==> src/rtl/core/side_offset_of_neighbor_vector_unit_assert.svh <==
// Assertion macros shared by the sideways offset unit.
`ifndef SIDE_OFFSET_OF_NEIGHBOR_VECTOR_UNIT_ASSERT_SVH
`define SIDE_OFFSET_OF_NEIGHBOR_VECTOR_UNIT_ASSERT_SVH
`ifndef ASSERT_OFF
`define SONV_ASSERT(lbl, prop) \
    lbl: assert property (@(posedge aclk) disable iff (!aresetn) prop) \
        else $error("sonv assertion failed");
`define SONV_ASSERT_ALWAYS(lbl, prop) \
    lbl: assert property (@(posedge aclk) prop) \
        else $error("sonv assertion failed");
`else
`define SONV_ASSERT(lbl, prop)
`define SONV_ASSERT_ALWAYS(lbl, prop)
`endif
`endif

==> src/rtl/core/sonv_pkg.sv <==
package sonv_pkg;

    localparam int COORD_WIDTH = 8;
    localparam int FRAC_BITS   = 16;
    localparam int IN_WIDTH    = 8;
    localparam int GAIN_WIDTH  = 16;
    localparam int OUT_WIDTH   = 16;
    localparam int CFG_IDX_W   = 8;

    localparam int SUM_W     = 2 * COORD_WIDTH;
    localparam int Q_W       = FRAC_BITS + 1;
    localparam int T_W       = Q_W + SUM_W;
    localparam int REM_W     = 2 * COORD_WIDTH + 2 * FRAC_BITS + 2;
    localparam int VAL_W     = COORD_WIDTH + FRAC_BITS;
    localparam int PROD_W    = VAL_W + GAIN_WIDTH + 1;
    localparam int BIT_IDX_W = $clog2(FRAC_BITS + 1);
    localparam int STEPS     = FRAC_BITS + 1;

    localparam logic [GAIN_WIDTH-1:0] GAIN_RESET = GAIN_WIDTH'(256);
    localparam logic [OUT_WIDTH-1:0]  OUT_MAX    = {1'b0, {(OUT_WIDTH-1){1'b1}}};
    localparam logic [OUT_WIDTH-1:0]  OUT_MIN    = {1'b1, {(OUT_WIDTH-1){1'b0}}};

    typedef enum logic [CFG_IDX_W-1:0] {
        CFG_SHIFT_GAIN  = 8'd0,
        CFG_SIDE_SELECT = 8'd1
    } cfg_index_t;

    typedef enum logic {
        SIDE_LEFT  = 1'b0,
        SIDE_RIGHT = 1'b1
    } side_t;

    typedef struct packed {
        logic signed [IN_WIDTH-1:0] offset_x;
        logic signed [IN_WIDTH-1:0] offset_y;
        logic signed [IN_WIDTH-1:0] offset_z;
        logic                       last_entry;
    } in_item_t;

    typedef struct packed {
        logic signed [OUT_WIDTH-1:0] side_x;
        logic signed [OUT_WIDTH-1:0] side_y;
        logic                        not_planar;
        logic                        saturated;
        logic                        last_out;
    } out_item_t;

    typedef struct packed {
        logic signed [COORD_WIDTH-1:0] x;
        logic signed [COORD_WIDTH-1:0] y;
        logic [SUM_W-1:0]              s;
        logic                          force_zero;
        logic                          not_planar;
        logic                          last;
    } ctx_t;

    typedef struct packed {
        logic [REM_W-1:0] rem;
        logic [T_W-1:0]   t;
        logic [Q_W-1:0]   q;
    } root_lane_t;

    typedef struct packed {
        ctx_t       ctx;
        root_lane_t lx;
        root_lane_t ly;
    } root_t;

    typedef struct packed {
        logic signed [VAL_W-1:0] vx;
        logic signed [VAL_W-1:0] vy;
        logic                    not_planar;
        logic                    last;
    } mix_t;

    typedef struct packed {
        logic signed [PROD_W-1:0] px;
        logic signed [PROD_W-1:0] py;
        logic                     not_planar;
        logic                     last;
    } prod_t;

endpackage

==> src/rtl/core/sonv_gain.sv <==
module sonv_gain (
    input  logic                              aclk,
    input  logic                              aresetn,
    input  logic [sonv_pkg::GAIN_WIDTH-1:0]   shift_gain,
    input  logic                              up_valid,
    output logic                              up_ready,
    input  sonv_pkg::mix_t                    up_data,
    output logic                              dn_valid,
    input  logic                              dn_ready,
    output sonv_pkg::prod_t                   dn_data
);

    logic                                    valid_reg;
    sonv_pkg::prod_t                         data_reg;
    sonv_pkg::prod_t                         data_next;
    logic signed [sonv_pkg::GAIN_WIDTH:0]    gain_s;

    assign up_ready = !valid_reg || dn_ready;

    always_comb begin
        gain_s               = $signed({1'b0, shift_gain});
        data_next.px         = sonv_pkg::PROD_W'(up_data.vx) * sonv_pkg::PROD_W'(gain_s);
        data_next.py         = sonv_pkg::PROD_W'(up_data.vy) * sonv_pkg::PROD_W'(gain_s);
        data_next.not_planar = up_data.not_planar;
        data_next.last       = up_data.last;
    end

    always_ff @(posedge aclk) begin
        if (!aresetn) begin
            valid_reg <= 1'b0;
        end else if (up_ready) begin
            valid_reg <= up_valid;
        end
        if (up_ready && up_valid) begin
            data_reg <= data_next;
        end
    end

    assign dn_valid = valid_reg;
    assign dn_data  = data_reg;

endmodule

==> config.mk <==
export PLATFORM = sky130hd
export DESIGN_NAME = sonv_gain
export DESIGN_NICKNAME = d
export VERILOG_FILES = /design/src/rtl/core/side_offset_of_neighbor_vector_unit_assert.svh /design/src/rtl/core/sonv_pkg.sv /design/src/rtl/core/sonv_gain.sv
export SDC_FILE = /design/constraint.sdc
export NUM_CORES = 2
export LEC_CHECK = 0
export BUFFER_PORTS_ARGS = -buffer_cell sky130_fd_sc_hd__buf_4
export CAP_MARGIN = 0
export CORE_MARGIN = 2
export CORE_UTILIZATION = 60
export CTS_CLUSTER_DIAMETER = 120
export DETAILED_ROUTE_END_ITERATION = 12
export PLACE_DENSITY = 0.8
export SETUP_SLACK_MARGIN = 0.5
export SLEW_MARGIN = 20
export SYNTH_ARGS = -nofsm -noshare
export SYNTH_HDL_FRONTEND = slang
export SYNTH_SLANG_ARGS = --single-unit
==> constraint.sdc <==
create_clock -name aclk -period 8.28 [get_ports aclk]
set_input_delay 0.828 -clock aclk [delete_from_list [all_inputs] [get_ports aclk]]
set_output_delay 0.828 -clock aclk [all_outputs]
set_load 0.01 [all_outputs]
==> flow_summary.toml <==
[synth]
synth_cells = 3295
yosysTopAreaCell = "fa_1"
avgSynthCellArea_um2 = 9.279
ys_ff_latch = 85
synthFlopType = "edfxtp_1"
syn_area_um2 = 30570
synth_top_area_share_pct = 49.37
ys_warn_count = 0
netlist_top_cells_area = "fa_1, inv_1, ha_1"
synth_seq_area_share_pct = 8.316
ys_types = 60
synth_nets = 4321
synthArstFlopShare_pct = 0
synth_edf_count = 84

[timing]
hold_violations = 0
min_period_ps = 7077
fmax_ghz = 0.1413
fin_tns_setup_ps = 0
setup_viol = 0
rsz0062_at_grt = "false"
finalClockSkew_ps = 8.928
worst_pin_slew_ps = 826.1
max-slew-margin-rel_pct = 44.92
fin_crit_sh_pct = 85.47
slew_viol_final = 0

[critical_path]
critPathKind = "input pin to flop"
cp_common_cell = "fa_1"
cp_data_arrival_time_ps = 7230
crit_buf_inv = 5
cp_slowest_cell = "fa_1"
cp-start-kind = "input pin"
worstPathMaxFanout = 48
worst_path_largest_cell_delay_ps = 780
end_kind = "flop"
crit_chain = "buf_4 > nand2_1 > fa_1 > fa_1 > inv_1 > fa_1 > fa_1 > fa_1 > inv_1 > fa_1 > inv_1 > ha_1 > nand4_1 > inv_1 > nand2_1 > o22ai_1 > a2111oi_0 > o311ai_1 > a31oi_1 > o21bai_1 > xor2_1"
cp.required_ps = 8430
cp_top_family = "adder cells"

[route]
post-route-drc-count = 0
ant_nets = 0
vias = 21670
first_pass_iters = 5
drt-initial-drc-count = 1367
viasPerCell = 5.405
wire_per_inst_um = 16.77
wl_um = 67230

[finish]
drive_gt1_share_pct = 5.546
multi_input_area_um2 = 24060
final_cell_mix = "inv_1, fa_1, nand2_1, and2_1, ha_1"
regArea_um2 = 2542
mostFrequentLayoutCell = "inv_1"
final_cells = 4009
fin_util_pct = 64.45
final_nets = 4357
area_growth_pct = 5.979
nFillCells = 4132

[global_routing]
antenna_found_initial = 0
globalRouteOverflowTotal = 0
grt_pass1_vias = 23914
grt_pass1_wl_um = 114000
grt_max_degree = 58
grt_usage_pct = 27.43

[clock_network]
clkTransAtPathRegs_ps = 70
cts_resized = 0
cts_made_buffers = 9
clock_latency_ps = 400
htreeDepth = 3
ctsHoldBuffers = 0
cts_max_path_buffers = 2
cts.sinks = 85
cts_tree = "done"
cts_root_buffer = "clkbuf_16"
postCtsSetupRepairBufs = 0

[place]
port_buffers = 155
place_congestion = 0.8819
placed_cells = 3992
dp_hpwl_um = 52930

[floorplan]
dieHeight_um = 229.7
dieArea_um2 = 52780
initial_utilization_pct = 60.81
ios = 156
core_um2 = 50270
fp-row-count = 82
dieWidth_um = 229.7

[min_path]
min_path_type = "flop to flop"

[run]
max_cap_violations = 0

[run_status]
status = "finished, final reports clean"
==> through the flow <==
step                setup WS (ps)  hold WS [ps]  area (µm²)
CTS                          1256         570.6       32400
global route                853.1         582.8       32400
detailed placement          855.5         563.2       32110
finish                       1203         552.7       32400
floorplan                    1438         609.6       30570
global placement             1033         530.3       32110
==> cells by family after synthesis <==
logic type      Yosys count  synth area share, %
flops                    85                8.316
simple gates            911                14.30
buf+inv                1059                13.00
xor+xnor                 76                2.177
compound gates          208                4.567
fa+ha+maj               956                57.64
==> per-layer routing <==
metal	part of all wire [%]	track usage (%)	wire, µm
met1	37	33.88	25210
met4	4.5	13.00	3021
met5	0	0	0
met3	5.9	3.373	3981
met2	52	48.14	35020
==> flip-flops by register name, indices dropped and copies added (netlist names) <==
register,cells
dn_data,84
dn_valid,1
==> worst paths after layout <==
path                                     to  slack [ps]  cells past startpoint          start
worst max-delay path            dn_data[82]        1200                     21  shift_gain[2]
worst min-delay path               dn_valid         550                      2       dn_valid
worst max register to register  dn_data[41]        6330                      3       dn_valid
worst min register to register     dn_valid         550                      2       dn_valid
==> cells in the mapped netlist (all sizes together) (3+ instances only) <==
master	instances
inv	925
fa	754
nand2	490
and2	313
ha	202
clkbuf	134
edfxtp	84
a21oi	64
xnor2	59
a21o	35
nor2	35
o21ai	32
xor2	17
nand3	12
o21a	12
nand2b	11
nor3	11
o211ai	10
o21bai	10
and3	9
nor2b	8
nand4	7
a31oi	6
a211oi	5
or2	5
a21boi	4
and4	4
o211a	3
==> tightest hold or removal path, delay by kind of cell, from the launching register on <==
family | cells | cell delay [ps]
AO/OA/AOI/OAI | 1 | 90
AND/OR/NAND/NOR | 1 | 100
flip-flops | 1 | 310
==> layout make-up <==
| type | count | share of cell area [%] |
|---|---|---|
| well taps | 672 | 2.595 |
| inverters | 925 | 10.72 |
| clock inverters | 7 | 0.2047 |
| flip-flops and latches | 85 | 7.847 |
| repair buffers | 159 | 3.684 |
| clock buffers | 9 | 0.6951 |
| multi-input cells | 2151 | 74.25 |
| diodes | 1 | 0.007723 |
Power is not shown: default switching activity piles up to over one toggle a cycle in this logic, so the estimate is an artifact.
