### src/rtl/core/side_offset_of_neighbor_vector_unit_assert.svh
// Assertion macros shared by the sideways offset unit.
`ifndef SIDE_OFFSET_OF_NEIGHBOR_VECTOR_UNIT_ASSERT_SVH
`define SIDE_OFFSET_OF_NEIGHBOR_VECTOR_UNIT_ASSERT_SVH
`ifndef ASSERT_OFF
`define SONV_ASSERT(lbl, prop) \
    lbl: assert property (@(posedge aclk) disable iff (!aresetn) prop) \
        else $error("sonv assertion failed");
`define SONV_ASSERT_ALWAYS(lbl, prop) \
    lbl: assert property (@(posedge aclk) prop) \
        else $error("sonv assertion failed");
`else
`define SONV_ASSERT(lbl, prop)
`define SONV_ASSERT_ALWAYS(lbl, prop)
`endif
`endif

### src/rtl/core/sonv_pkg.sv
package sonv_pkg;

    localparam int COORD_WIDTH = 8;
    localparam int FRAC_BITS   = 16;
    localparam int IN_WIDTH    = 8;
    localparam int GAIN_WIDTH  = 16;
    localparam int OUT_WIDTH   = 16;
    localparam int CFG_IDX_W   = 8;

    localparam int SUM_W     = 2 * COORD_WIDTH;
    localparam int Q_W       = FRAC_BITS + 1;
    localparam int T_W       = Q_W + SUM_W;
    localparam int REM_W     = 2 * COORD_WIDTH + 2 * FRAC_BITS + 2;
    localparam int VAL_W     = COORD_WIDTH + FRAC_BITS;
    localparam int PROD_W    = VAL_W + GAIN_WIDTH + 1;
    localparam int BIT_IDX_W = $clog2(FRAC_BITS + 1);
    localparam int STEPS     = FRAC_BITS + 1;

    localparam logic [GAIN_WIDTH-1:0] GAIN_RESET = GAIN_WIDTH'(256);
    localparam logic [OUT_WIDTH-1:0]  OUT_MAX    = {1'b0, {(OUT_WIDTH-1){1'b1}}};
    localparam logic [OUT_WIDTH-1:0]  OUT_MIN    = {1'b1, {(OUT_WIDTH-1){1'b0}}};

    typedef enum logic [CFG_IDX_W-1:0] {
        CFG_SHIFT_GAIN  = 8'd0,
        CFG_SIDE_SELECT = 8'd1
    } cfg_index_t;

    typedef enum logic {
        SIDE_LEFT  = 1'b0,
        SIDE_RIGHT = 1'b1
    } side_t;

    typedef struct packed {
        logic signed [IN_WIDTH-1:0] offset_x;
        logic signed [IN_WIDTH-1:0] offset_y;
        logic signed [IN_WIDTH-1:0] offset_z;
        logic                       last_entry;
    } in_item_t;

    typedef struct packed {
        logic signed [OUT_WIDTH-1:0] side_x;
        logic signed [OUT_WIDTH-1:0] side_y;
        logic                        not_planar;
        logic                        saturated;
        logic                        last_out;
    } out_item_t;

    typedef struct packed {
        logic signed [COORD_WIDTH-1:0] x;
        logic signed [COORD_WIDTH-1:0] y;
        logic [SUM_W-1:0]              s;
        logic                          force_zero;
        logic                          not_planar;
        logic                          last;
    } ctx_t;

    typedef struct packed {
        logic [REM_W-1:0] rem;
        logic [T_W-1:0]   t;
        logic [Q_W-1:0]   q;
    } root_lane_t;

    typedef struct packed {
        ctx_t       ctx;
        root_lane_t lx;
        root_lane_t ly;
    } root_t;

    typedef struct packed {
        logic signed [VAL_W-1:0] vx;
        logic signed [VAL_W-1:0] vy;
        logic                    not_planar;
        logic                    last;
    } mix_t;

    typedef struct packed {
        logic signed [PROD_W-1:0] px;
        logic signed [PROD_W-1:0] py;
        logic                     not_planar;
        logic                     last;
    } prod_t;

endpackage

### src/rtl/core/sonv_mix.sv
module sonv_mix (
    input  logic            aclk,
    input  logic            aresetn,
    input  logic            side_select,
    input  logic            up_valid,
    output logic            up_ready,
    input  sonv_pkg::root_t up_data,
    output logic            dn_valid,
    input  logic            dn_ready,
    output sonv_pkg::mix_t  dn_data
);

    logic                              valid_reg;
    sonv_pkg::mix_t                    data_reg;
    sonv_pkg::mix_t                    data_next;
    logic signed [sonv_pkg::VAL_W-1:0] hx;
    logic signed [sonv_pkg::VAL_W-1:0] hy;
    logic signed [sonv_pkg::VAL_W-1:0] ux;
    logic signed [sonv_pkg::VAL_W-1:0] uy;

    assign up_ready = !valid_reg || dn_ready;

    always_comb begin
        hx = sonv_pkg::VAL_W'(up_data.ctx.x) <<< (sonv_pkg::FRAC_BITS - 1);
        hy = sonv_pkg::VAL_W'(up_data.ctx.y) <<< (sonv_pkg::FRAC_BITS - 1);
        ux = up_data.ctx.x[sonv_pkg::COORD_WIDTH-1] ? -sonv_pkg::VAL_W'(up_data.lx.q)
                                                    :  sonv_pkg::VAL_W'(up_data.lx.q);
        uy = up_data.ctx.y[sonv_pkg::COORD_WIDTH-1] ? -sonv_pkg::VAL_W'(up_data.ly.q)
                                                    :  sonv_pkg::VAL_W'(up_data.ly.q);
        if (side_select == sonv_pkg::SIDE_LEFT) begin
            data_next.vx = hx + uy;
            data_next.vy = hy - ux;
        end else begin
            data_next.vx = hx - uy;
            data_next.vy = hy + ux;
        end
        // Zero vectors and non-planar items leave with a zero offset.
        if (up_data.ctx.force_zero) begin
            data_next.vx = '0;
            data_next.vy = '0;
        end
        data_next.not_planar = up_data.ctx.not_planar;
        data_next.last       = up_data.ctx.last;
    end

    always_ff @(posedge aclk) begin
        if (!aresetn) begin
            valid_reg <= 1'b0;
        end else if (up_ready) begin
            valid_reg <= up_valid;
        end
        if (up_ready && up_valid) begin
            data_reg <= data_next;
        end
    end

    assign dn_valid = valid_reg;
    assign dn_data  = data_reg;

endmodule

### config.mk
export PLATFORM = sky130hd
export DESIGN_NAME = sonv_mix
export DESIGN_NICKNAME = d
export VERILOG_FILES = /design/src/rtl/core/side_offset_of_neighbor_vector_unit_assert.svh /design/src/rtl/core/sonv_pkg.sv /design/src/rtl/core/sonv_mix.sv
export SDC_FILE = /design/constraint.sdc
export NUM_CORES = 1
export LEC_CHECK = 0
export BUFFER_PORTS_ARGS = -buffer_cell sky130_fd_sc_hd__buf_2
export CORE_MARGIN = 5
export CORE_UTILIZATION = 30
export DETAILED_ROUTE_END_ITERATION = 8
export HOLD_SLACK_MARGIN = 0.02
export SLEW_MARGIN = 10
export SYNTH_ARGS = -nofsm -noshare
export SYNTH_HDL_FRONTEND = slang
export SYNTH_SLANG_ARGS = --single-unit
export TNS_END_PERCENT = 100
### constraint.sdc
create_clock -name aclk -period 7.62 [get_ports aclk]
set_input_delay 1.524 -clock aclk [delete_from_list [all_inputs] [get_ports aclk]]
set_output_delay 1.524 -clock aclk [all_outputs]
set_load 0.05 [all_outputs]
==> flow_summary.json <==
{
  "num-nets-final": 950,
  "portBuffers": 109,
  "irDropWorstVdd_v": 0.00008008,
  "path_class": "in2reg",
  "drt_iter0_drc": 267,
  "synth_area_um2": 4982,
  "die-area_um2": 19280,
  "antenna_cells": 0,
  "core_area_um2": 16470,
  "seq_area_um2": 1521,
  "cts.path.max_buffers": 2,
  "grt_overflow": 0,
  "postCtsHoldBufs": 0,
  "slew_violations": 0,
  "start_util_pct": 30.26,
  "antenna_found_initial": 0,
  "die_h_um": 138.9,
  "worst-path-max-fanout": 7,
  "synth_edf_count": 50,
  "setup_tns_ns": 0,
  "setup_viol": 0,
  "syn_area_per_cell_um2": 8.635,
  "drcViolationCount": 0,
  "skew_ns": 0.008001,
  "cts.sink_count": 51,
  "synth_cells": 577,
  "finalCritPeriodShare_pct": 82.95,
  "drt-total-wl_um": 13170,
  "layout-drive-gt1-share_pct": 22.02,
  "postCtsSetupBuffers": 0,
  "ios": 292,
  "maxCapViolCount": 0,
  "cts-resized-gates": 0,
  "gp_congestion": 0.8626,
  "grt_pass1_vias": 4320,
  "path_clk_slew_ns": 0.07,
  "synth_seq_area_share_pct": 30.54,
  "fillers": 1749,
  "period_minus_slack_ns": 6.321,
  "leakage_nw": 2.418,
  "finalHoldViolCount": 0,
  "tritoncts": "done",
  "placed_cell_area_um2": 5719,
  "synth_flop_cell": "edfxtp_1",
  "final_cell_mix": "buf_2, nor2_1, edfxtp_1, inv_1, xnor2_1",
  "stdcell_area_um2": 5862,
  "vias": 4491,
  "first_pass_iters": 5,
  "viasPerCell": 5.035,
  "placementRows": 47,
  "status": "finished, final reports clean",
  "detailedPlacementHpwl_um": 10100,
  "synth_cell_types": 70,
  "clk_latency_ns": 0.29,
  "final_common_cell": "buf_2",
  "critPathRequiredTime_ns": 7.76,
  "syn-num-nets": 856,
  "grt_usage_pct": 13.38,
  "wl_per_cell_um": 14.76,
  "cts_max_level": 2,
  "fmax_mhz": 158.2,
  "grt_max_degree": 51,
  "crit_path_end_kind": "register",
  "syn_to_final_growth_pct": 17.65,
  "yosysWarnings": 0,
  "cp.arrival_ns": 6.46,
  "fp.dieW_um": 138.9,
  "multi_input_area_um2": 3167,
  "rsz0062_at_grt": "no",
  "cts_buffers": 5,
  "async_flop_share_pct": 0,
  "ctsRootBufferMaster": "clkbuf_16",
  "grt_pass1_wl_um": 21760,
  "hold_path_class": "reg2reg",
  "cp-start-kind": "input port",
  "power_density_nw_per_um2": 161.8,
  "synth_seq_cells": 51,
  "maxSlewHeadroom_pct": 38.49,
  "worstMarginPinSlew_ns": 0.9227,
  "ant_nets": 0
}
## synthesized netlist by cell type, types with 3 or more instances
| cell | n | area [µm²] |
|---|---|---|
| ha_1 | 37 | 462.9 |
| buf_1 | 4 | 15.01 |
| edfxtp_1 | 50 | 1501 |
| o211ai_1 | 5 | 37.54 |
| nand2_1 | 18 | 67.56 |
| and3_1 | 5 | 31.28 |
| inv_1 | 48 | 180.2 |
| o21a_1 | 3 | 22.52 |
| mux2i_1 | 3 | 30.03 |
| o31ai_1 | 16 | 120.1 |
| a21oi_1 | 32 | 160.2 |
| o21ai_0 | 40 | 200.2 |
| nor2b_1 | 5 | 31.28 |
| a21o_1 | 5 | 37.54 |
| clkbuf_1 | 18 | 67.56 |
| nor3_1 | 17 | 85.08 |
| or3_1 | 7 | 43.79 |
| o21bai_1 | 4 | 30.03 |
| o22ai_1 | 4 | 25.02 |
| nor4_1 | 9 | 56.30 |
| o41ai_1 | 7 | 61.31 |
| nor3_2 | 3 | 30.03 |
| and2_1 | 4 | 25.02 |
| nand2b_1 | 7 | 43.79 |
| a31oi_1 | 6 | 37.54 |
| xnor2_1 | 41 | 359.1 |
| xor2_1 | 30 | 262.8 |
| nor2_1 | 73 | 274.0 |
| or2_2 | 8 | 50.05 |
| or4_1 | 10 | 75.07 |
| nand3_1 | 7 | 35.03 |
| nand4_1 | 4 | 25.02 |
| a211oi_1 | 3 | 22.52 |
## report_power, final
| part | internal [mW] | switching [mW] |
|---|---|---|
| registers | 0.342 | 0.00631 |
| logic | 0.122 | 0.248 |
| clock network | 0.122 | 0.108 |
## through the flow
step / setup slack (ns) / power (mW) / cells / util (%) / hold WS [ns]
after detailed placement: 1.046 / 0.7272 / 884 / 34.73 / 0.5174
after global routing: 0.9857 / 1.009 / 892 / 35.60 / 0.5633
after global placement: 1.071 / 0.7240 / 884 / 34.73 / 0.5099
after floorplan: 1.769 / 0.6353 / 577 / - / 1.146
after CTS: 1.341 / 0.9622 / 892 / 35.60 / 0.5288
final: 1.299 / 0.9483 / 892 / 35.60 / 0.5215
## state kept, by name (all words and copies together) (netlist names)
name and flops:
dn_valid 1, dn_data 50
## cell families after synthesis
family                     count (synthesis)  share of synthesized area, %
xor gates and xnor gates                  71                         12.48
AOI/OAI and AO/OA                        147                         19.71
buffers and inverters                     74                         5.926
and+or+nand+nor                          189                         19.81
muxes                                      6                         1.431
adders and majority gates                 39                         10.10
DFF                                       51                         30.54
## routing by layer
layer	GRT usage (%)	vias to the layer above	share of wire [%]
li1	-	2270	-
met1	17.93	2086	47
met2	23.01	124	48
met3	1.621	11	4.3
met4	3.244	0	1.4
met5	0	-	0
## worst paths after layout
path	from	end	slack (ns)	cells past startpoint
worst max-delay path	up_data[100]	dn_data[25]	1.30	17
worst min-delay path	dn_valid	dn_valid	0.52	2
worst max register to register	dn_valid	dn_data[23]	6.14	3
worst min register to register	dn_valid	dn_valid	0.52	2
## cell type report
type	count	area share, %
Multi-Input combinational cell	452	54.02
Sequential cell	51	25.96
Clock inverter	2	0.2348
Tap cell	220	4.696
Inverter	48	3.074
Clock buffer	6	2.199
Timing Repair Buffer	113	9.819
## critical path, stage by stage
cell	delay [ns]
buf_2	0.14
inv_1	0.13
ha_1	0.27
or4b_1	0.55
or4_1	0.54
or4b_2	0.74
o41ai_1	0.33
xnor2_1	0.22
ha_1	0.34
nor2_1	0.23
nand3_1	0.15
nor3_1	0.27
nand2_1	0.12
nor4_1	0.28
nor4_1	0.10
or3_1	0.37
a21oi_1	0.14
(Power assumes the default switching activity.)
