[config.mk]
export PLATFORM = sky130hd
export DESIGN_NAME = sonv_prep
export DESIGN_NICKNAME = d
export VERILOG_FILES = /design/src/rtl/core/side_offset_of_neighbor_vector_unit_assert.svh /design/src/rtl/core/sonv_pkg.sv /design/src/rtl/core/sonv_prep.sv
export SDC_FILE = /design/constraint.sdc
export NUM_CORES = 1
export LEC_CHECK = 0
export ABC_CLOCK_PERIOD_IN_PS = 7000
export BUFFER_PORTS_ARGS = -buffer_cell sky130_fd_sc_hd__buf_2
export CORE_ASPECT_RATIO = 0.9
export CORE_MARGIN = 5
export CORE_UTILIZATION = 52
export DETAILED_ROUTE_END_ITERATION = 10
export GPL_ROUTABILITY_DRIVEN = 0
export PLACE_DENSITY = 0.83
export SLEW_MARGIN = 30
export SYNTH_ARGS = -nofsm -noshare
export SYNTH_HDL_FRONTEND = slang
export SYNTH_SLANG_ARGS = --single-unit
export TNS_END_PERCENT = 100
[constraint.sdc]
create_clock -name aclk -period 7 [get_ports aclk]
set_input_delay 0 -clock aclk [delete_from_list [all_inputs] [get_ports aclk]]
set_output_delay 0 -clock aclk [all_outputs]
set_load 0.005 [all_outputs]
[src/rtl/core/side_offset_of_neighbor_vector_unit_assert.svh]
// Assertion macros shared by the sideways offset unit.
`ifndef SIDE_OFFSET_OF_NEIGHBOR_VECTOR_UNIT_ASSERT_SVH
`define SIDE_OFFSET_OF_NEIGHBOR_VECTOR_UNIT_ASSERT_SVH
`ifndef ASSERT_OFF
`define SONV_ASSERT(lbl, prop) \
    lbl: assert property (@(posedge aclk) disable iff (!aresetn) prop) \
        else $error("sonv assertion failed");
`define SONV_ASSERT_ALWAYS(lbl, prop) \
    lbl: assert property (@(posedge aclk) prop) \
        else $error("sonv assertion failed");
`else
`define SONV_ASSERT(lbl, prop)
`define SONV_ASSERT_ALWAYS(lbl, prop)
`endif
`endif

[src/rtl/core/sonv_pkg.sv]
package sonv_pkg;

    localparam int COORD_WIDTH = 8;
    localparam int FRAC_BITS   = 16;
    localparam int IN_WIDTH    = 8;
    localparam int GAIN_WIDTH  = 16;
    localparam int OUT_WIDTH   = 16;
    localparam int CFG_IDX_W   = 8;

    localparam int SUM_W     = 2 * COORD_WIDTH;
    localparam int Q_W       = FRAC_BITS + 1;
    localparam int T_W       = Q_W + SUM_W;
    localparam int REM_W     = 2 * COORD_WIDTH + 2 * FRAC_BITS + 2;
    localparam int VAL_W     = COORD_WIDTH + FRAC_BITS;
    localparam int PROD_W    = VAL_W + GAIN_WIDTH + 1;
    localparam int BIT_IDX_W = $clog2(FRAC_BITS + 1);
    localparam int STEPS     = FRAC_BITS + 1;

    localparam logic [GAIN_WIDTH-1:0] GAIN_RESET = GAIN_WIDTH'(256);
    localparam logic [OUT_WIDTH-1:0]  OUT_MAX    = {1'b0, {(OUT_WIDTH-1){1'b1}}};
    localparam logic [OUT_WIDTH-1:0]  OUT_MIN    = {1'b1, {(OUT_WIDTH-1){1'b0}}};

    typedef enum logic [CFG_IDX_W-1:0] {
        CFG_SHIFT_GAIN  = 8'd0,
        CFG_SIDE_SELECT = 8'd1
    } cfg_index_t;

    typedef enum logic {
        SIDE_LEFT  = 1'b0,
        SIDE_RIGHT = 1'b1
    } side_t;

    typedef struct packed {
        logic signed [IN_WIDTH-1:0] offset_x;
        logic signed [IN_WIDTH-1:0] offset_y;
        logic signed [IN_WIDTH-1:0] offset_z;
        logic                       last_entry;
    } in_item_t;

    typedef struct packed {
        logic signed [OUT_WIDTH-1:0] side_x;
        logic signed [OUT_WIDTH-1:0] side_y;
        logic                        not_planar;
        logic                        saturated;
        logic                        last_out;
    } out_item_t;

    typedef struct packed {
        logic signed [COORD_WIDTH-1:0] x;
        logic signed [COORD_WIDTH-1:0] y;
        logic [SUM_W-1:0]              s;
        logic                          force_zero;
        logic                          not_planar;
        logic                          last;
    } ctx_t;

    typedef struct packed {
        logic [REM_W-1:0] rem;
        logic [T_W-1:0]   t;
        logic [Q_W-1:0]   q;
    } root_lane_t;

    typedef struct packed {
        ctx_t       ctx;
        root_lane_t lx;
        root_lane_t ly;
    } root_t;

    typedef struct packed {
        logic signed [VAL_W-1:0] vx;
        logic signed [VAL_W-1:0] vy;
        logic                    not_planar;
        logic                    last;
    } mix_t;

    typedef struct packed {
        logic signed [PROD_W-1:0] px;
        logic signed [PROD_W-1:0] py;
        logic                     not_planar;
        logic                     last;
    } prod_t;

endpackage

[src/rtl/core/sonv_prep.sv]
module sonv_prep (
    input  logic              aclk,
    input  logic              aresetn,
    input  logic              up_valid,
    output logic              up_ready,
    input  sonv_pkg::in_item_t up_data,
    output logic              dn_valid,
    input  logic              dn_ready,
    output sonv_pkg::root_t   dn_data
);

    logic                                     valid_reg;
    sonv_pkg::root_t                          data_reg;
    sonv_pkg::root_t                          data_next;
    logic signed [sonv_pkg::COORD_WIDTH-1:0]  x;
    logic signed [sonv_pkg::COORD_WIDTH-1:0]  y;
    logic signed [sonv_pkg::COORD_WIDTH-1:0]  z;
    logic [sonv_pkg::COORD_WIDTH-1:0]         mx;
    logic [sonv_pkg::COORD_WIDTH-1:0]         my;
    logic [sonv_pkg::SUM_W-1:0]               mx2;
    logic [sonv_pkg::SUM_W-1:0]               my2;

    assign up_ready = !valid_reg || dn_ready;

    always_comb begin
        x   = up_data.offset_x[sonv_pkg::COORD_WIDTH-1:0];
        y   = up_data.offset_y[sonv_pkg::COORD_WIDTH-1:0];
        z   = up_data.offset_z[sonv_pkg::COORD_WIDTH-1:0];
        mx  = x[sonv_pkg::COORD_WIDTH-1] ? -x : x;
        my  = y[sonv_pkg::COORD_WIDTH-1] ? -y : y;
        mx2 = sonv_pkg::SUM_W'(mx) * sonv_pkg::SUM_W'(mx);
        my2 = sonv_pkg::SUM_W'(my) * sonv_pkg::SUM_W'(my);

        data_next.ctx.x          = x;
        data_next.ctx.y          = y;
        data_next.ctx.s          = mx2 + my2;
        data_next.ctx.not_planar = (z != '0);
        data_next.ctx.force_zero = (z != '0) || (x == '0 && y == '0);
        data_next.ctx.last       = up_data.last_entry;

        // Remainder starts as a^2 scaled by 2^(2*FRAC_BITS).
        data_next.lx.rem = sonv_pkg::REM_W'(mx2) << (2 * sonv_pkg::FRAC_BITS);
        data_next.ly.rem = sonv_pkg::REM_W'(my2) << (2 * sonv_pkg::FRAC_BITS);
        data_next.lx.t   = '0;
        data_next.ly.t   = '0;
        data_next.lx.q   = '0;
        data_next.ly.q   = '0;
    end

    always_ff @(posedge aclk) begin
        if (!aresetn) begin
            valid_reg <= 1'b0;
        end else if (up_ready) begin
            valid_reg <= up_valid;
        end
        if (up_ready && up_valid) begin
            data_reg <= data_next;
        end
    end

    assign dn_valid = valid_reg;
    assign dn_data  = data_reg;

endmodule

==> flow_summary.json <==
{
  "wirelength_mm": 16.1,
  "power_density_mw_per_mm2": 550,
  "worstSetupStartpointType": "primary input",
  "row_count": 41,
  "vias": 5099,
  "layout-drive-gt1-share": 0.184,
  "worstHoldStart": "up_data[24]",
  "stdcell_area_mm2": 0.00814,
  "clk_pin_slew_ps": 50,
  "drv_slew": 0,
  "timing.slew.headroom": 0.458,
  "ys_warn_count": 0,
  "initial_core_util": 0.527,
  "irDropWorstVdd_mv": 0.476,
  "die_h_um": 123,
  "power_leakage_uw": 0.00417,
  "n_fill_cell": 1115,
  "worstSetupStartpoint": "up_data[13]",
  "period_share": 0.966,
  "endpoint_kind": "flop",
  "syn-cell-area_mm2": 0.00732,
  "synth_cell_types": 64,
  "drt_iter0_markers": 240,
  "synth-edff-count": 63,
  "drt.antenna.violating_nets": 0,
  "clock_path_buffers": 2,
  "path_max_fanout": 4,
  "fmax_ghz": 0.148,
  "synth_area_leaders": "edfxtp_1 (26%), buf_4 (18%), fa_1 (13%)",
  "finalSetupViolCount": 0,
  "fin_hold_ws_ps": 14.9,
  "tns_ps": 0,
  "worst_pin_slew_ps": 813,
  "root_buffer": "clkbuf_16",
  "clock_skew_ps": 4.15,
  "drc": 0,
  "antenna_cells": 0,
  "yosysTopAreaCell": "edfxtp_1",
  "synthFlopType": "edfxtp_1",
  "syn_inst": 748,
  "cp.required_ps": 7080,
  "async_flop_share": 0,
  "core_area_mm2": 0.0139,
  "grt_pass1_wl_mm": 24.1,
  "r2r_start": "dn_valid$_SDFFE_PN0N_",
  "insertion_delay_ps": 340,
  "finalHoldViolCount": 0,
  "ys_ff_latch": 64,
  "antenna_found_initial": 1,
  "syn_area_per_cell_um2": 9.79,
  "min_path_type": "primary input to flop",
  "power_uw": 4480,
  "numPortBuffers": 95,
  "dp_hpwl_mm": 11.9,
  "status": "finished, final reports clean",
  "die_w_um": 135,
  "drt-vias-per-instance": 4.67,
  "layout_min_cycle_time_ps": 6760,
  "critPathArrivalTime_ps": 6840,
  "grtUsageTotal": 0.184,
  "grt-ovfl-total": 0,
  "dieArea_mm2": 0.0166,
  "h-tree-depth": 3,
  "seq_area_frac_synth": 0.261,
  "cts_tree": "done",
  "synth_top_area_frac": 0.258,
  "grt_pass1_vias": 5131,
  "critPathKind": "primary input to flop",
  "clkSinkCount": 64,
  "area_growth_pct": 11.1,
  "cts_buffers": 9,
  "drt_first_pass_iters": 5,
  "io_pins": 266,
  "placed_area_mm2": 0.00749,
  "grt_max_degree": 64,
  "fin_nets": 1048,
  "maxCapViolations": 0,
  "wl_per_cell_um": 14.8
}
-- path summary, 6_finish.rpt --
check	depth (start not counted)	to	slack, ps
worst max-delay path	25	dn_data[218]$_DFFE_PP_	240
worst min-delay path	1	dn_data[234]$_DFFE_PP_	10
worst max register to register	3	dn_data[91]$_DFFE_PP_	5380
worst min register to register	3	dn_valid$_SDFFE_PN0N_	1160
-- cell usage in the layout (no fill, tap or decap), types with 3 or more instances in the layout --
cell	Yosys	routed
nor4_1	7	6
xnor2_1	25	22
fa_1	48	48
a21o_1	6	6
buf_4	172	18
nor3_1	9	8
buf_2	1	95
conb_1	2	181
clkinv_2	0	3
nand2b_1	9	9
o21a_1	8	8
or2_2	6	6
clkbuf_16	0	9
a21oi_1	18	17
and2_1	4	3
nor2b_1	4	4
mux2i_1	4	4
a211oi_1	3	3
edfxtp_1	63	63
xor2_1	23	23
nand2_1	27	26
nor2_1	61	60
dlygate4sd3_1	0	21
ha_1	76	73
o31ai_1	5	4
clkbuf_1	4	3
inv_1	99	98
xnor2_2	0	3
and3_1	3	3
o21ai_0	14	13
-- sequential cells by signal (all words and copies together) (netlist names) --
name,flops
dn_valid,1
dn_data,63
-- what timing repair did --
action,in CTS,in global routing
hold endpoints to repair,18,0
gates resized for setup,0,22
endpoints found under the setup margin,0,4
setup buffers,0,7
hold buffers,21,0
-- where the power goes --
group          internal, uW  switching, uW
Sequential              758           42.6
Combinational          1400           1840
Clock                   274            159
Total                  2430           2040
-- critical path, stage by stage --
cell           delay (ps)
dlygate4sd3_1         550
buf_2                 160
nor3_2                190
nand2_1               110
or4b_4                530
nor2_4                140
inv_1                 100
fa_1                  540
inv_1                  70
fa_1                  490
fa_1                  550
inv_1                  60
fa_1                  530
inv_1                  40
ha_1                  230
or2_1                 260
o41a_1                420
buf_4                 160
xor2_1                270
ha_1                  340
a21oi_1               120
o21ai_0               150
o31ai_2               320
o31a_1                180
xnor3_1               290
-- layout make-up --
cell class / count / area [um^2] / share of cell area
clock buffers: 12 / 236 / 0.0291
clock inverters: 4 / 45.0 / 0.00553
repair buffers: 134 / 821 / 0.101
inverters: 99 / 375 / 0.0461
flip-flops and latches: 64 / 1910 / 0.235
multi-input cells: 587 / 4510 / 0.554
well taps: 193 / 241 / 0.0297
-- layer usage --
metal | up-vias | GRT usage | wire length [um]
met5 | - | 0 | 13
met3 | 41 | 0.0434 | 1530
met4 | 2 | 0.0768 | 551
li1 | 2400 | - | -
met2 | 280 | 0.323 | 7870
met1 | 2376 | 0.217 | 6180
-- cell usage after synthesis, types with 3 or more instances --
| library cell | count |
|---|---|
| a211oi_1 | 3 |
| a21o_1 | 6 |
| a21oi_1 | 18 |
| and2_1 | 4 |
| and3_1 | 3 |
| buf_4 | 172 |
| clkbuf_1 | 4 |
| edfxtp_1 | 63 |
| fa_1 | 48 |
| ha_1 | 76 |
| inv_1 | 99 |
| mux2i_1 | 4 |
| nand2_1 | 27 |
| nand2b_1 | 9 |
| nor2_1 | 61 |
| nor2b_1 | 4 |
| nor3_1 | 9 |
| nor4_1 | 7 |
| o21a_1 | 8 |
| o21ai_0 | 14 |
| o31ai_1 | 5 |
| or2_2 | 6 |
| xnor2_1 | 25 |
| xor2_1 | 23 |
-- kinds of logic after synthesis --
group           Yosys count  share of synthesized area
mux                       4                    0.00547
simple gates            144                     0.0957
flops                    64                      0.261
fa+ha+maj               124                      0.261
other cells               2                    0.00103
compound gates           84                     0.0825
xor+xnor                 50                     0.0635
buf+inv                 276                      0.230
-- through the flow --
step	setup slack, ps	util	std cells
global placement	221	0.538	1049
finish	241	0.586	1093
detailed placement	155	0.538	1049
floorplan	739	-	927
CTS	38.6	0.574	1086
global route	-39.8	0.586	1093
(Power assumes the default switching activity.)
