===== src/rtl/core/side_offset_of_neighbor_vector_unit_assert.svh =====
// Assertion macros shared by the sideways offset unit.
`ifndef SIDE_OFFSET_OF_NEIGHBOR_VECTOR_UNIT_ASSERT_SVH
`define SIDE_OFFSET_OF_NEIGHBOR_VECTOR_UNIT_ASSERT_SVH
`ifndef ASSERT_OFF
`define SONV_ASSERT(lbl, prop) \
    lbl: assert property (@(posedge aclk) disable iff (!aresetn) prop) \
        else $error("sonv assertion failed");
`define SONV_ASSERT_ALWAYS(lbl, prop) \
    lbl: assert property (@(posedge aclk) prop) \
        else $error("sonv assertion failed");
`else
`define SONV_ASSERT(lbl, prop)
`define SONV_ASSERT_ALWAYS(lbl, prop)
`endif
`endif


===== src/rtl/core/sonv_pkg.sv =====
package sonv_pkg;

    localparam int COORD_WIDTH = 8;
    localparam int FRAC_BITS   = 16;
    localparam int IN_WIDTH    = 8;
    localparam int GAIN_WIDTH  = 16;
    localparam int OUT_WIDTH   = 16;
    localparam int CFG_IDX_W   = 8;

    localparam int SUM_W     = 2 * COORD_WIDTH;
    localparam int Q_W       = FRAC_BITS + 1;
    localparam int T_W       = Q_W + SUM_W;
    localparam int REM_W     = 2 * COORD_WIDTH + 2 * FRAC_BITS + 2;
    localparam int VAL_W     = COORD_WIDTH + FRAC_BITS;
    localparam int PROD_W    = VAL_W + GAIN_WIDTH + 1;
    localparam int BIT_IDX_W = $clog2(FRAC_BITS + 1);
    localparam int STEPS     = FRAC_BITS + 1;

    localparam logic [GAIN_WIDTH-1:0] GAIN_RESET = GAIN_WIDTH'(256);
    localparam logic [OUT_WIDTH-1:0]  OUT_MAX    = {1'b0, {(OUT_WIDTH-1){1'b1}}};
    localparam logic [OUT_WIDTH-1:0]  OUT_MIN    = {1'b1, {(OUT_WIDTH-1){1'b0}}};

    typedef enum logic [CFG_IDX_W-1:0] {
        CFG_SHIFT_GAIN  = 8'd0,
        CFG_SIDE_SELECT = 8'd1
    } cfg_index_t;

    typedef enum logic {
        SIDE_LEFT  = 1'b0,
        SIDE_RIGHT = 1'b1
    } side_t;

    typedef struct packed {
        logic signed [IN_WIDTH-1:0] offset_x;
        logic signed [IN_WIDTH-1:0] offset_y;
        logic signed [IN_WIDTH-1:0] offset_z;
        logic                       last_entry;
    } in_item_t;

    typedef struct packed {
        logic signed [OUT_WIDTH-1:0] side_x;
        logic signed [OUT_WIDTH-1:0] side_y;
        logic                        not_planar;
        logic                        saturated;
        logic                        last_out;
    } out_item_t;

    typedef struct packed {
        logic signed [COORD_WIDTH-1:0] x;
        logic signed [COORD_WIDTH-1:0] y;
        logic [SUM_W-1:0]              s;
        logic                          force_zero;
        logic                          not_planar;
        logic                          last;
    } ctx_t;

    typedef struct packed {
        logic [REM_W-1:0] rem;
        logic [T_W-1:0]   t;
        logic [Q_W-1:0]   q;
    } root_lane_t;

    typedef struct packed {
        ctx_t       ctx;
        root_lane_t lx;
        root_lane_t ly;
    } root_t;

    typedef struct packed {
        logic signed [VAL_W-1:0] vx;
        logic signed [VAL_W-1:0] vy;
        logic                    not_planar;
        logic                    last;
    } mix_t;

    typedef struct packed {
        logic signed [PROD_W-1:0] px;
        logic signed [PROD_W-1:0] py;
        logic                     not_planar;
        logic                     last;
    } prod_t;

endpackage


===== src/rtl/core/sonv_round.sv =====
module sonv_round (
    input  logic                aclk,
    input  logic                aresetn,
    input  logic                up_valid,
    output logic                up_ready,
    input  sonv_pkg::prod_t     up_data,
    output logic                dn_valid,
    input  logic                dn_ready,
    output sonv_pkg::out_item_t dn_data
);

    logic                  valid_reg;
    sonv_pkg::out_item_t   data_reg;
    sonv_pkg::out_item_t   data_next;
    logic                  sat_x;
    logic                  sat_y;

    // Round half away from zero on the magnitude, then clip to 16 bits.
    function automatic logic [sonv_pkg::OUT_WIDTH-1:0] round_sat(
        input  logic signed [sonv_pkg::PROD_W-1:0] p,
        output logic                               sat
    );
        logic                        neg;
        logic [sonv_pkg::PROD_W-1:0] mag;
        logic [sonv_pkg::PROD_W-1:0] r;
        logic [sonv_pkg::OUT_WIDTH-1:0] res;
        neg = p[sonv_pkg::PROD_W-1];
        mag = neg ? -p : p;
        r   = (mag + (sonv_pkg::PROD_W'(1) << (sonv_pkg::FRAC_BITS + 7)))
              >> (sonv_pkg::FRAC_BITS + 8);
        sat = 1'b0;
        if (!neg) begin
            if (r > sonv_pkg::PROD_W'(sonv_pkg::OUT_MAX)) begin
                res = sonv_pkg::OUT_MAX;
                sat = 1'b1;
            end else begin
                res = r[sonv_pkg::OUT_WIDTH-1:0];
            end
        end else begin
            if (r > sonv_pkg::PROD_W'(sonv_pkg::OUT_MIN)) begin
                res = sonv_pkg::OUT_MIN;
                sat = 1'b1;
            end else begin
                res = -r[sonv_pkg::OUT_WIDTH-1:0];
            end
        end
        return res;
    endfunction

    assign up_ready = !valid_reg || dn_ready;

    always_comb begin
        data_next.side_x     = round_sat(up_data.px, sat_x);
        data_next.side_y     = round_sat(up_data.py, sat_y);
        data_next.saturated  = sat_x || sat_y;
        data_next.not_planar = up_data.not_planar;
        data_next.last_out   = up_data.last;
    end

    always_ff @(posedge aclk) begin
        if (!aresetn) begin
            valid_reg <= 1'b0;
        end else if (up_ready) begin
            valid_reg <= up_valid;
        end
        if (up_ready && up_valid) begin
            data_reg <= data_next;
        end
    end

    assign dn_valid = valid_reg;
    assign dn_data  = data_reg;

endmodule


===== config.mk =====
export PLATFORM = sky130hd
export DESIGN_NAME = sonv_round
export DESIGN_NICKNAME = d
export VERILOG_FILES = /design/src/rtl/core/side_offset_of_neighbor_vector_unit_assert.svh /design/src/rtl/core/sonv_pkg.sv /design/src/rtl/core/sonv_round.sv
export SDC_FILE = /design/constraint.sdc
export NUM_CORES = 1
export LEC_CHECK = 0
export BUFFER_PORTS_ARGS = -buffer_cell sky130_fd_sc_hd__buf_2
export CAP_MARGIN = 20
export CORE_MARGIN = 2
export CORE_UTILIZATION = 59
export CTS_BUF_LIST = sky130_fd_sc_hd__clkbuf_4 sky130_fd_sc_hd__clkbuf_8 sky130_fd_sc_hd__clkbuf_16
export DETAILED_ROUTE_END_ITERATION = 8
export GPL_ROUTABILITY_DRIVEN = 0
export PLACE_DENSITY_LB_ADDON = 0.3
export REMOVE_ABC_BUFFERS = 1
export SYNTH_ARGS = -nofsm -noshare
export SYNTH_HDL_FRONTEND = slang
export SYNTH_SLANG_ARGS = --single-unit
export TNS_END_PERCENT = 50

===== constraint.sdc =====
create_clock -name aclk -period 11.2 [get_ports aclk]
set_clock_uncertainty 0.1 [all_clocks]
set_input_delay 1.68 -clock aclk [delete_from_list [all_inputs] [get_ports aclk]]
set_output_delay 1.68 -clock aclk [all_outputs]
set_load 0.02 [all_outputs]

==> results of run 1 <==
## stage by stage
step / instance area, um2 / util, % / cells / hold WS [ps] / setup slack (ps)
global route: 6010 / 68.6 / 874 / 454 / 4190
CTS: 6010 / 68.6 / 874 / 433 / 4790
global placement: 5930 / 67.7 / 866 / 400 / 4740
detailed placement: 5930 / 67.7 / 866 / 424 / 4500
floorplan: 5160 / - / 632 / 650 / 5290
finish: 6010 / 68.6 / 874 / 422 / 4730
## cell families (layout without fill, tap and decap cells)
group           Yosys count  count (layout)  share of synthesized area, %
buf+inv                  60             153                          5.31
compound gates          186             186                          25.9
simple gates            311             311                          34.7
xor+xnor                 63              63                          10.7
flops                    36              36                          19.9
fa+ha+maj                 6               6                          1.40
mux                      11              11                          2.10
## cell usage in the layout (no fill, tap or decap), types with 9 or more instances in the layout
cell,netlist,final
buf_2,9,124
nor3_1,28,28
nand2_1,62,62
xnor2_1,40,40
nor4_1,22,22
a31oi_1,9,9
nand3_1,26,26
and3_1,11,11
mux2i_1,9,9
xor2_1,20,20
o21ai_0,33,33
nand2b_1,14,14
or3_1,17,17
nor2_1,43,43
o211ai_1,11,11
nor2b_1,9,9
edfxtp_1,35,35
a21oi_1,29,29
o31ai_1,10,10
inv_1,18,18
## worst min path at each step
stage	cells past startpoint	slack [ps]	endpoint	startpoint
after floorplan	2	650	dn_valid	dn_valid
after global placement	2	400	dn_valid	dn_valid
after detailed placement	2	420	dn_valid	dn_valid
after CTS	2	430	dn_valid	dn_valid
after global routing	2	450	dn_valid	dn_valid
final	2	420	dn_valid	dn_valid
## worst max-delay path, stage by stage
cell	delay, ps
buf_2	110
nor4_1	260
nand2_1	230
or3_1	440
o21ai_0	240
xnor2_1	110
ha_1	250
and3b_1	200
a31oi_1	150
o21ai_0	110
a311oi_1	720
a32oi_1	230
xor2_1	410
nand3b_1	250
nor4_1	500
nand3_1	170
xnor2_1	160
a21o_1	180
## cell usage after synthesis, types with 4 or more instances
| library cell | number |
|---|---|
| nand2b_1 | 14 |
| clkbuf_1 | 22 |
| o21ai_0 | 33 |
| o21ai_1 | 4 |
| nand4_1 | 7 |
| a22oi_1 | 8 |
| nor2_1 | 43 |
| nand3_1 | 26 |
| a21o_1 | 8 |
| a211oi_1 | 4 |
| nand4b_1 | 4 |
| o41ai_1 | 8 |
| nor4_4 | 5 |
| nor2b_1 | 9 |
| a31oi_1 | 9 |
| xor2_1 | 20 |
| o211ai_1 | 11 |
| nor4_2 | 6 |
| buf_6 | 5 |
| or2_2 | 8 |
| nor3b_1 | 4 |
| and3_1 | 11 |
| edfxtp_1 | 35 |
| nor3_1 | 28 |
| nor4_1 | 22 |
| a211oi_2 | 4 |
| o31ai_1 | 10 |
| buf_2 | 9 |
| ha_1 | 6 |
| a21oi_1 | 29 |
| nand3b_1 | 6 |
| nand2_1 | 62 |
| or4_1 | 8 |
| and2_1 | 6 |
| a21boi_0 | 5 |
| o22ai_1 | 4 |
| inv_1 | 18 |
| mux2i_1 | 9 |
| xnor2_1 | 40 |
| or3_1 | 17 |
## sequential cells by signal (all words and copies together) (netlist names)
signal	cells
dn_data	35
dn_valid	1
## area by class of cell
type / count / area, um2
Tap cell: 108 / 135
Clock inverter: 3 / 13.8
Inverter: 19 / 71.3
Sequential cell: 36 / 1070
Fill cell: 766 / 2750
Timing Repair Buffer: 126 / 636
Multi-Input combinational cell: 577 / 4020
Clock buffer: 5 / 68.8
## metal layers
layer	vias up	GRT usage (%)	routed length [um]
met5	-	0	0
met2	256	46.3	6390
met4	0	5.58	144
li1	2772	-	-
met3	20	2.39	1010
met1	2631	40.4	6280
## power by group
group          total [W]  switching [W]  internal, W
Clock          0.0000835      0.0000414    0.0000421
Combinational   0.000216       0.000136    0.0000803
Sequential      0.000168     0.00000375     0.000164
Total           0.000468       0.000181     0.000287
==> flow_metrics.tcl, run 1 <==
set metrics [dict create \
    p_leak_nw 2.17 \
    required_ps 11130 \
    fmax_mhz 155 \
    via_count 5679 \
    max_slew_margin_pct 37.5 \
    grt_max_degree 55 \
    htree_levels 2 \
    hold_buffers 0 \
    cts_num_sinks 36 \
    synthFlopType "edfxtp_1" \
    grt_pass1_wl_mm 23.6 \
    syn_to_final_growth_pct 11.9 \
    reg2reg_slack_ps 9840 \
    cts_tree "done" \
    insertion_delay_ps 270 \
    diodes 0 \
    cp-end-kind "register" \
    r2r-start "dn_valid" \
    p_per_area_nw_per_um2 77.8 \
    r2r_end "dn_data[3]" \
    cts_max_path_buffers 2 \
    syn_inst 673 \
    min_period_over_period_pct 57.7 \
    path_class "primary input to register" \
    fin_tns_setup_ps 0 \
    place_hpwl_mm 10.7 \
    rows 34 \
    cp-endpoint "dn_data[34]" \
    cp_data_arrival_time_ps 6400 \
    drtAntennaViolNets 0 \
    grt_usage_pct 28.0 \
    drt_pass1_iterations 5 \
    die_w_um 99.4 \
    gr-total-overflow 0 \
    netlist.area_leader.share_pct 19.6 \
    async_flop_share_pct 0 \
    start_util_pct 61.3 \
    via_per_inst 6.50 \
    port_buffers 124 \
    post-cts-setup-buffers 0 \
    die_h_um 99.4 \
    wl_mm 13.8 \
    cp_max_fo 9 \
    worstSetupStartpointType "primary input" \
    period_needed_ps 6470 \
    synth_cell_type_count 95 \
    drive_gt1_share_pct 24.8 \
    finalPower_w 0.000468 \
    finalHoldViolations 0 \
    startpoint "up_data[65]" \
    grt_setup_unrepaired "no" \
    seq_area_frac_synth_pct 19.9 \
    cts_made_buffers 5 \
    syn_area_per_cell_um2 7.98 \
    synth-seq-cells 36 \
    clk_pin_slew_ps 70 \
    worstMarginPinSlew_ps 937 \
    syn_area_um2 5370 \
    synth_area_leaders "edfxtp_1, xnor2_1, nand2_1, xor2_1, o21ai_0" \
    setup_violations 0 \
    die_area_um2 9890 \
    max-cap-violations 0 \
    synth_edf_count 35 \
    synth_warnings 0 \
    max-vdd-ir-drop_v 0.0000614 \
    yosys.area.top_type "edfxtp_1" \
    drt_first_iter_violations 460 \
    nets 859 \
    post_cts_resized 0 \
    status "complete, no violations" \
    slew_violations 0 \
    min_path_type "register to register" \
    root_buffer "clkbuf_8" \
    grt_pass1_vias 5198 \
    grt_antenna_before_repair 0 \
    io_pins 125 \
    drc_errors 0 \
    core_area_um2 8760 \
    wl_per_cell_um 15.8 \
    ff2ff_path_depth 3 \
]
(Power assumes the default switching activity.)
==> inputs of run 2 (changes only) <==
Settings changed: ABC_AREA from default to 1, CORE_UTILIZATION 59 to 57.
Clock period 11.2 ns to 6.7 ns, I/O delays scaled along.
==> flow_metrics.tcl, run 2 <==
set metrics [dict create \
    drt_pass1_iterations 7 \
    max-vdd-ir-drop_v 0.0000894 \
    startpoint "up_data[83]" \
    p_per_area_nw_per_um2 128 \
    grt_setup_unrepaired "no" \
    critPathTopFamily "simple AND/OR/NAND/NOR gates" \
    p_leak_nw 3.34 \
    cp_max_fo 45 \
    stdcell_area_um2 6390 \
    diodes 0 \
    yosysMostFrequentCell "nand2_1" \
    dpl_cell_area_um2 6280 \
    drtAntennaViolNets 0 \
    port_buffers 124 \
    post_cts_resized 0 \
    drc_errors 0 \
    max-cap-violations 0 \
    synth_area_leaders "nand2_1, edfxtp_1, nand3_1, nor2_1, inv_1" \
    wl_met3_um 907 \
    grt_pass1_wl_mm 23.2 \
    root_buffer "clkbuf_8" \
    core_area_um2 9640 \
    netlist.area_leader.share_pct 24.0 \
    syn_to_final_growth_pct 14.6 \
    rows 36 \
    syn_inst 1015 \
    ff2ff_path_depth 1 \
    syn_area_per_cell_um2 5.50 \
    post-cts-setup-buffers 0 \
    finalHoldViolations 0 \
    synth_common_cells "nand2_1, nor2_1, nand3_1" \
    nets 1224 \
    routed.top_layer "met4" \
    synth_edf_count 35 \
    min_path_type "register to register" \
    cp-endpoint "dn_data[1]" \
    cp_num_buf_inv 3 \
    r2r-start "dn_valid" \
    critPathMaxStageDelay_ps 640 \
    largest_register_ffs 35 \
    grt_usage_pct 26.1 \
    max_slew_margin_pct 32.5 \
    yosys.area.top_type "nand2_1" \
    synth-seq-cells 36 \
    path_cells "buf_2, nand3_1, nand2_1, ha_1, nand2_1, nor2_1, nand2_1, clkinv_1, nand3_1, nand2_1, nand2_1, nor3_2, inv_2, nand2_4, nand2_1, nand2_1, nand2_1" \
    insertion_delay_ps 280 \
    synth_warnings 0 \
    cp.depth 17 \
    slew_violations 0 \
    period_needed_ps 4080 \
    grt_pass1_vias 5441 \
    via_per_inst 5.07 \
    wl_per_cell_um 11.0 \
    n_fill_cell 958 \
    setup_violations 0 \
    synthFlopType "edfxtp_1" \
    path_class "primary input to register" \
    status "complete, no violations" \
    cp_data_arrival_time_ps 4010 \
    worstMarginPinSlew_ps 1010 \
    die_h_um 103 \
    fin_tns_setup_ps 0 \
    reg2reg_slack_ps 5060 \
    gr-total-overflow 0 \
    min-delay-start "dn_valid" \
    hold_buffers 0 \
    die_area_um2 10600 \
    cp_common_cell "nand2_1" \
    slowest_stage "nor3_2" \
    cts_made_buffers 5 \
    cts_num_sinks 36 \
    htree_levels 2 \
    min_period_over_period_pct 60.9 \
    r2r_end "dn_data[15]" \
    syn_area_um2 5580 \
    async_flop_share_pct 0 \
    layout_common_cells "nand2_1, nor2_1, nand3_1, inv_1, buf_2" \
    place_hpwl_mm 11.6 \
    final_common_cell "nand2_1" \
    grt_max_degree 47 \
    worstSetupStartpointType "primary input" \
    grt_antenna_before_repair 0 \
    drt-met1-wl_mm 6.49 \
    io_pins 125 \
    via_count 6404 \
    drive_gt1_share_pct 18.9 \
    cp-end-kind "register" \
    synth_cell_type_count 39 \
    wl_mm 13.9 \
    seq_area_frac_synth_pct 19.2 \
    start_util_pct 57.9 \
    cts_max_path_buffers 2 \
    required_ps 6620 \
    die_w_um 103 \
    fmax_mhz 245 \
    drt_first_iter_violations 295 \
    wl_met2_mm 6.30 \
    clk_pin_slew_ps 70 \
    cts_tree "done" \
]
run 2: changes by cell type after synthesis, moves of 30 or more:
| cell | previous run | this run |
|---|---|---|
| nand2_1 | 62 | 357 |
| nand3_1 | 26 | 146 |
| nand2_2 | 0 | 30 |
| nor2_1 | 43 | 159 |
| inv_1 | 18 | 124 |
| xnor2_1 | 40 | 0 |
run 2: where the power goes:
group / leakage [nW] / switching, W / internal, W
Sequential: 0.349 / 0.00000417 / 0.000274
Combinational: 2.93 / 0.000240 / 0.000112
Clock: 0.0586 / 0.0000726 / 0.000114
run 2: how the worst min path moves through the flow:
| stage | endpoint | cells past startpoint |
|---|---|---|
| finish | dn_valid | 2 |
| global route | dn_valid | 2 |
| CTS | dn_valid | 2 |
| detailed placement | dn_valid | 2 |
| global placement | dn_valid | 2 |
| floorplan | dn_valid | 2 |
run 2: layout make-up:
class / count / area, um2 / share of cell area [%]
tap: 133 / 166 / 2.60
timing repair buffer: 124 / 621 / 9.70
multi-input combinational: 827 / 3920 / 61.2
clock inverter: 2 / 35.0 / 0.548
inverter: 136 / 510 / 7.98
clock buffer: 6 / 76.3 / 1.19
sequential: 36 / 1070 / 16.7
run 2: tightest hold or removal path, cell delays in order (launching register included):
cell and delay (ps):
dfxtp_1 340, nand2_1 90, a21boi_0 70
run 2: per-stage QoR:
stage / instances / total power [W] / worst slack (ps) / hold WS (ps) / utilization (%)
final: 1264 / 0.000817 / 2620 / 446 / 66.3
after global placement: 1256 / 0.000628 / 2430 / 435 / 65.2
after global routing: 1264 / 0.000878 / 2150 / 488 / 66.3
after floorplan: 999 / 0.000525 / 3010 / 629 / -
after detailed placement: 1256 / 0.000631 / 2340 / 446 / 65.2
after CTS: 1264 / 0.000818 / 2640 / 456 / 66.3
run 2: cells by family after synthesis:
group,Yosys count,synth area share (%)
AND/OR/NAND/NOR,765,61.5
flip-flops,36,19.2
adder cells (fa/ha/maj),6,1.35
buffers and inverters,152,10.8
XOR/XNOR,16,2.78
AO/OA/AOI/OAI,40,4.40
run 2: metal layers:
layer / track usage [%] / up-vias
met5: 0 / -
met3: 1.90 / 15
met2: 43.7 / 233
met1: 36.1 / 2715
met4: 7.79 / 0
li1: - / 3441
==> inputs of run 3 (changes only) <==
Settings changed: CORE_UTILIZATION 57 to 51.
Clock period 6.7 ns to 3.4 ns, I/O delays scaled along.
==> flow_metrics.tcl, run 3 (synthesized netlist as in run 2, its figures left out) <==
set metrics [dict create \
    status "complete, no violations" \
    hold_end "dn_data[2]" \
    insertion_delay_ps 280 \
    core_area_um2 10700 \
    nets 1273 \
    cts_num_sinks 36 \
    via_per_inst 4.96 \
    die_w_um 109 \
    final_common_cell "nand2_1" \
    p_sw_share_pct 38.4 \
    grt_setup_unrepaired "no" \
    critPathMaxStageDelay_ps 180 \
    slowest_stage "ha_1" \
    via_count 6552 \
    worstSetupStartpointType "primary input" \
    critPathTopFamily "simple AND/OR/NAND/NOR gates" \
    die_h_um 109 \
    htree_levels 2 \
    worst_slack_ps 337 \
    wl_per_cell_um 10.8 \
    max_slew_margin_pct 72.4 \
    grt_usage_pct 24.8 \
    min_period_over_period_pct 90.1 \
    setup_violations 0 \
    place_hpwl_mm 12.3 \
    min_path_type "primary input to register" \
    p_clk_share_pct 19.8 \
    diodes 0 \
    root_buffer "clkbuf_8" \
    slew_violations 0 \
    grt_max_degree 36 \
    io_pins 125 \
    worstHoldPathCells 1 \
    grt_pass1_wl_mm 24.3 \
    drive_gt1_share_pct 23.4 \
    p_leak_nw 3.60 \
    r2r_end "dn_data[7]" \
    pre_cts_slack_ps -83.4 \
    syn_to_final_growth_pct 23.1 \
    p_sw_w 0.000633 \
    cp_max_fo 14 \
    p_per_area_nw_per_um2 240 \
    power_frac_comb_pct 46.9 \
    cts_max_path_buffers 2 \
    start_util_pct 51.9 \
    cp_common_cell "nand2_1" \
    seq_power_share_pct 33.3 \
    ff2ff_path_depth 2 \
    period_needed_ps 3060 \
    cts_tree "done" \
    clk_pin_slew_ps 60 \
    cp-end-kind "register" \
    reg2reg_slack_ps 2050 \
    port_buffers 124 \
    fmax_mhz 326 \
    gr-total-overflow 0 \
    required_ps 3330 \
    min-delay-start "up_data[1]" \
    grt_pass1_vias 5739 \
    drt_pass1_iterations 5 \
    layout_common_cells "nand2_1, nor2_1, nand3_1, inv_1, buf_2" \
    drtAntennaViolNets 0 \
    worstMarginPinSlew_ps 413 \
    max-vdd-ir-drop_v 0.000223 \
    finalHoldViolations 0 \
    grt_antenna_before_repair 0 \
    drt_first_iter_violations 320 \
    path_class "primary input to register" \
    die_area_um2 11800 \
    wl_mm 14.2 \
    largest_register_ffs 35 \
    cp_data_arrival_time_ps 2990 \
    internal_power_w 0.00101 \
    post-route-util_pct 63.9 \
    r2r-start "dn_valid" \
    rows 38 \
    max-cap-violations 0 \
    cp_num_buf_inv 7 \
    cts_made_buffers 5 \
    drc_errors 0 \
]
## run 3: changes by cell type in the layout (fill, tap and decap cells not counted), sizes merged
cell,previous run,this run
clkbuf,6,8
clkinv,4,3
buf,124,173
bufinv,1,0
## run 3: final cells by class
| cell class | count | area (um2) |
|---|---|---|
| flip-flops and latches | 36 | 1070 |
| fillers | 1087 | 3880 |
| repair buffers | 173 | 1050 |
| multi-input cells | 827 | 3960 |
| clock buffers | 8 | 104 |
| well taps | 140 | 175 |
| inverters | 136 | 510 |
## run 3: per-stage QoR
step                      power [W]  setup TNS [ps]  cells  area, um2  hold WS, ps
after floorplan             0.00104               0    999       5490          509
after global placement      0.00130               0   1310       6680          438
after detailed placement    0.00131            -181   1310       6680          453
after CTS                   0.00164               0   1318       6790          301
after global routing        0.00177               0   1320       6870          303
final                       0.00165               0   1320       6870          309
## run 3: worst max path at each step
stage	startpoint	endpoint	slack [ps]	depth (start not counted)
final	up_data[12]	dn_data[7]	340	26
after global routing	up_data[12]	dn_data[11]	20	23
after CTS	up_data[50]	dn_data[30]	220	24
after detailed placement	up_data[50]	dn_data[30]	-80	24
after global placement	up_data[50]	dn_data[31]	40	24
after floorplan	up_data[50]	dn_data[1]	210	23
## run 3: metal layers
layer | global-route usage, % | up-vias | share of wire, %
met1 | 33.7 | 2751 | 47
met2 | 42.0 | 238 | 45
met3 | 1.75 | 19 | 6.3
met4 | 7.51 | 0 | 1.7
met5 | 0 | - | 0
li1 | - | 3544 | -
## run 3: repair_timing
action                     CTS  global route
setup endpoints to repair    0            25
setup buffers                0             1
gates resized for setup      0            16
hold buffers                 0             0
## run 3: power groups by stage
stage	logic [W]	clock network [W]	registers, W
5_1_grt	0.000869	0.000353	0.000552
4_1_cts	0.000755	0.000335	0.000550
3_3_place_gp	0.000745	0	0.000558
3_5_place_dp	0.000753	0	0.000559
6_report	0.000771	0.000326	0.000548
2_1_floorplan	0.000423	0	0.000612
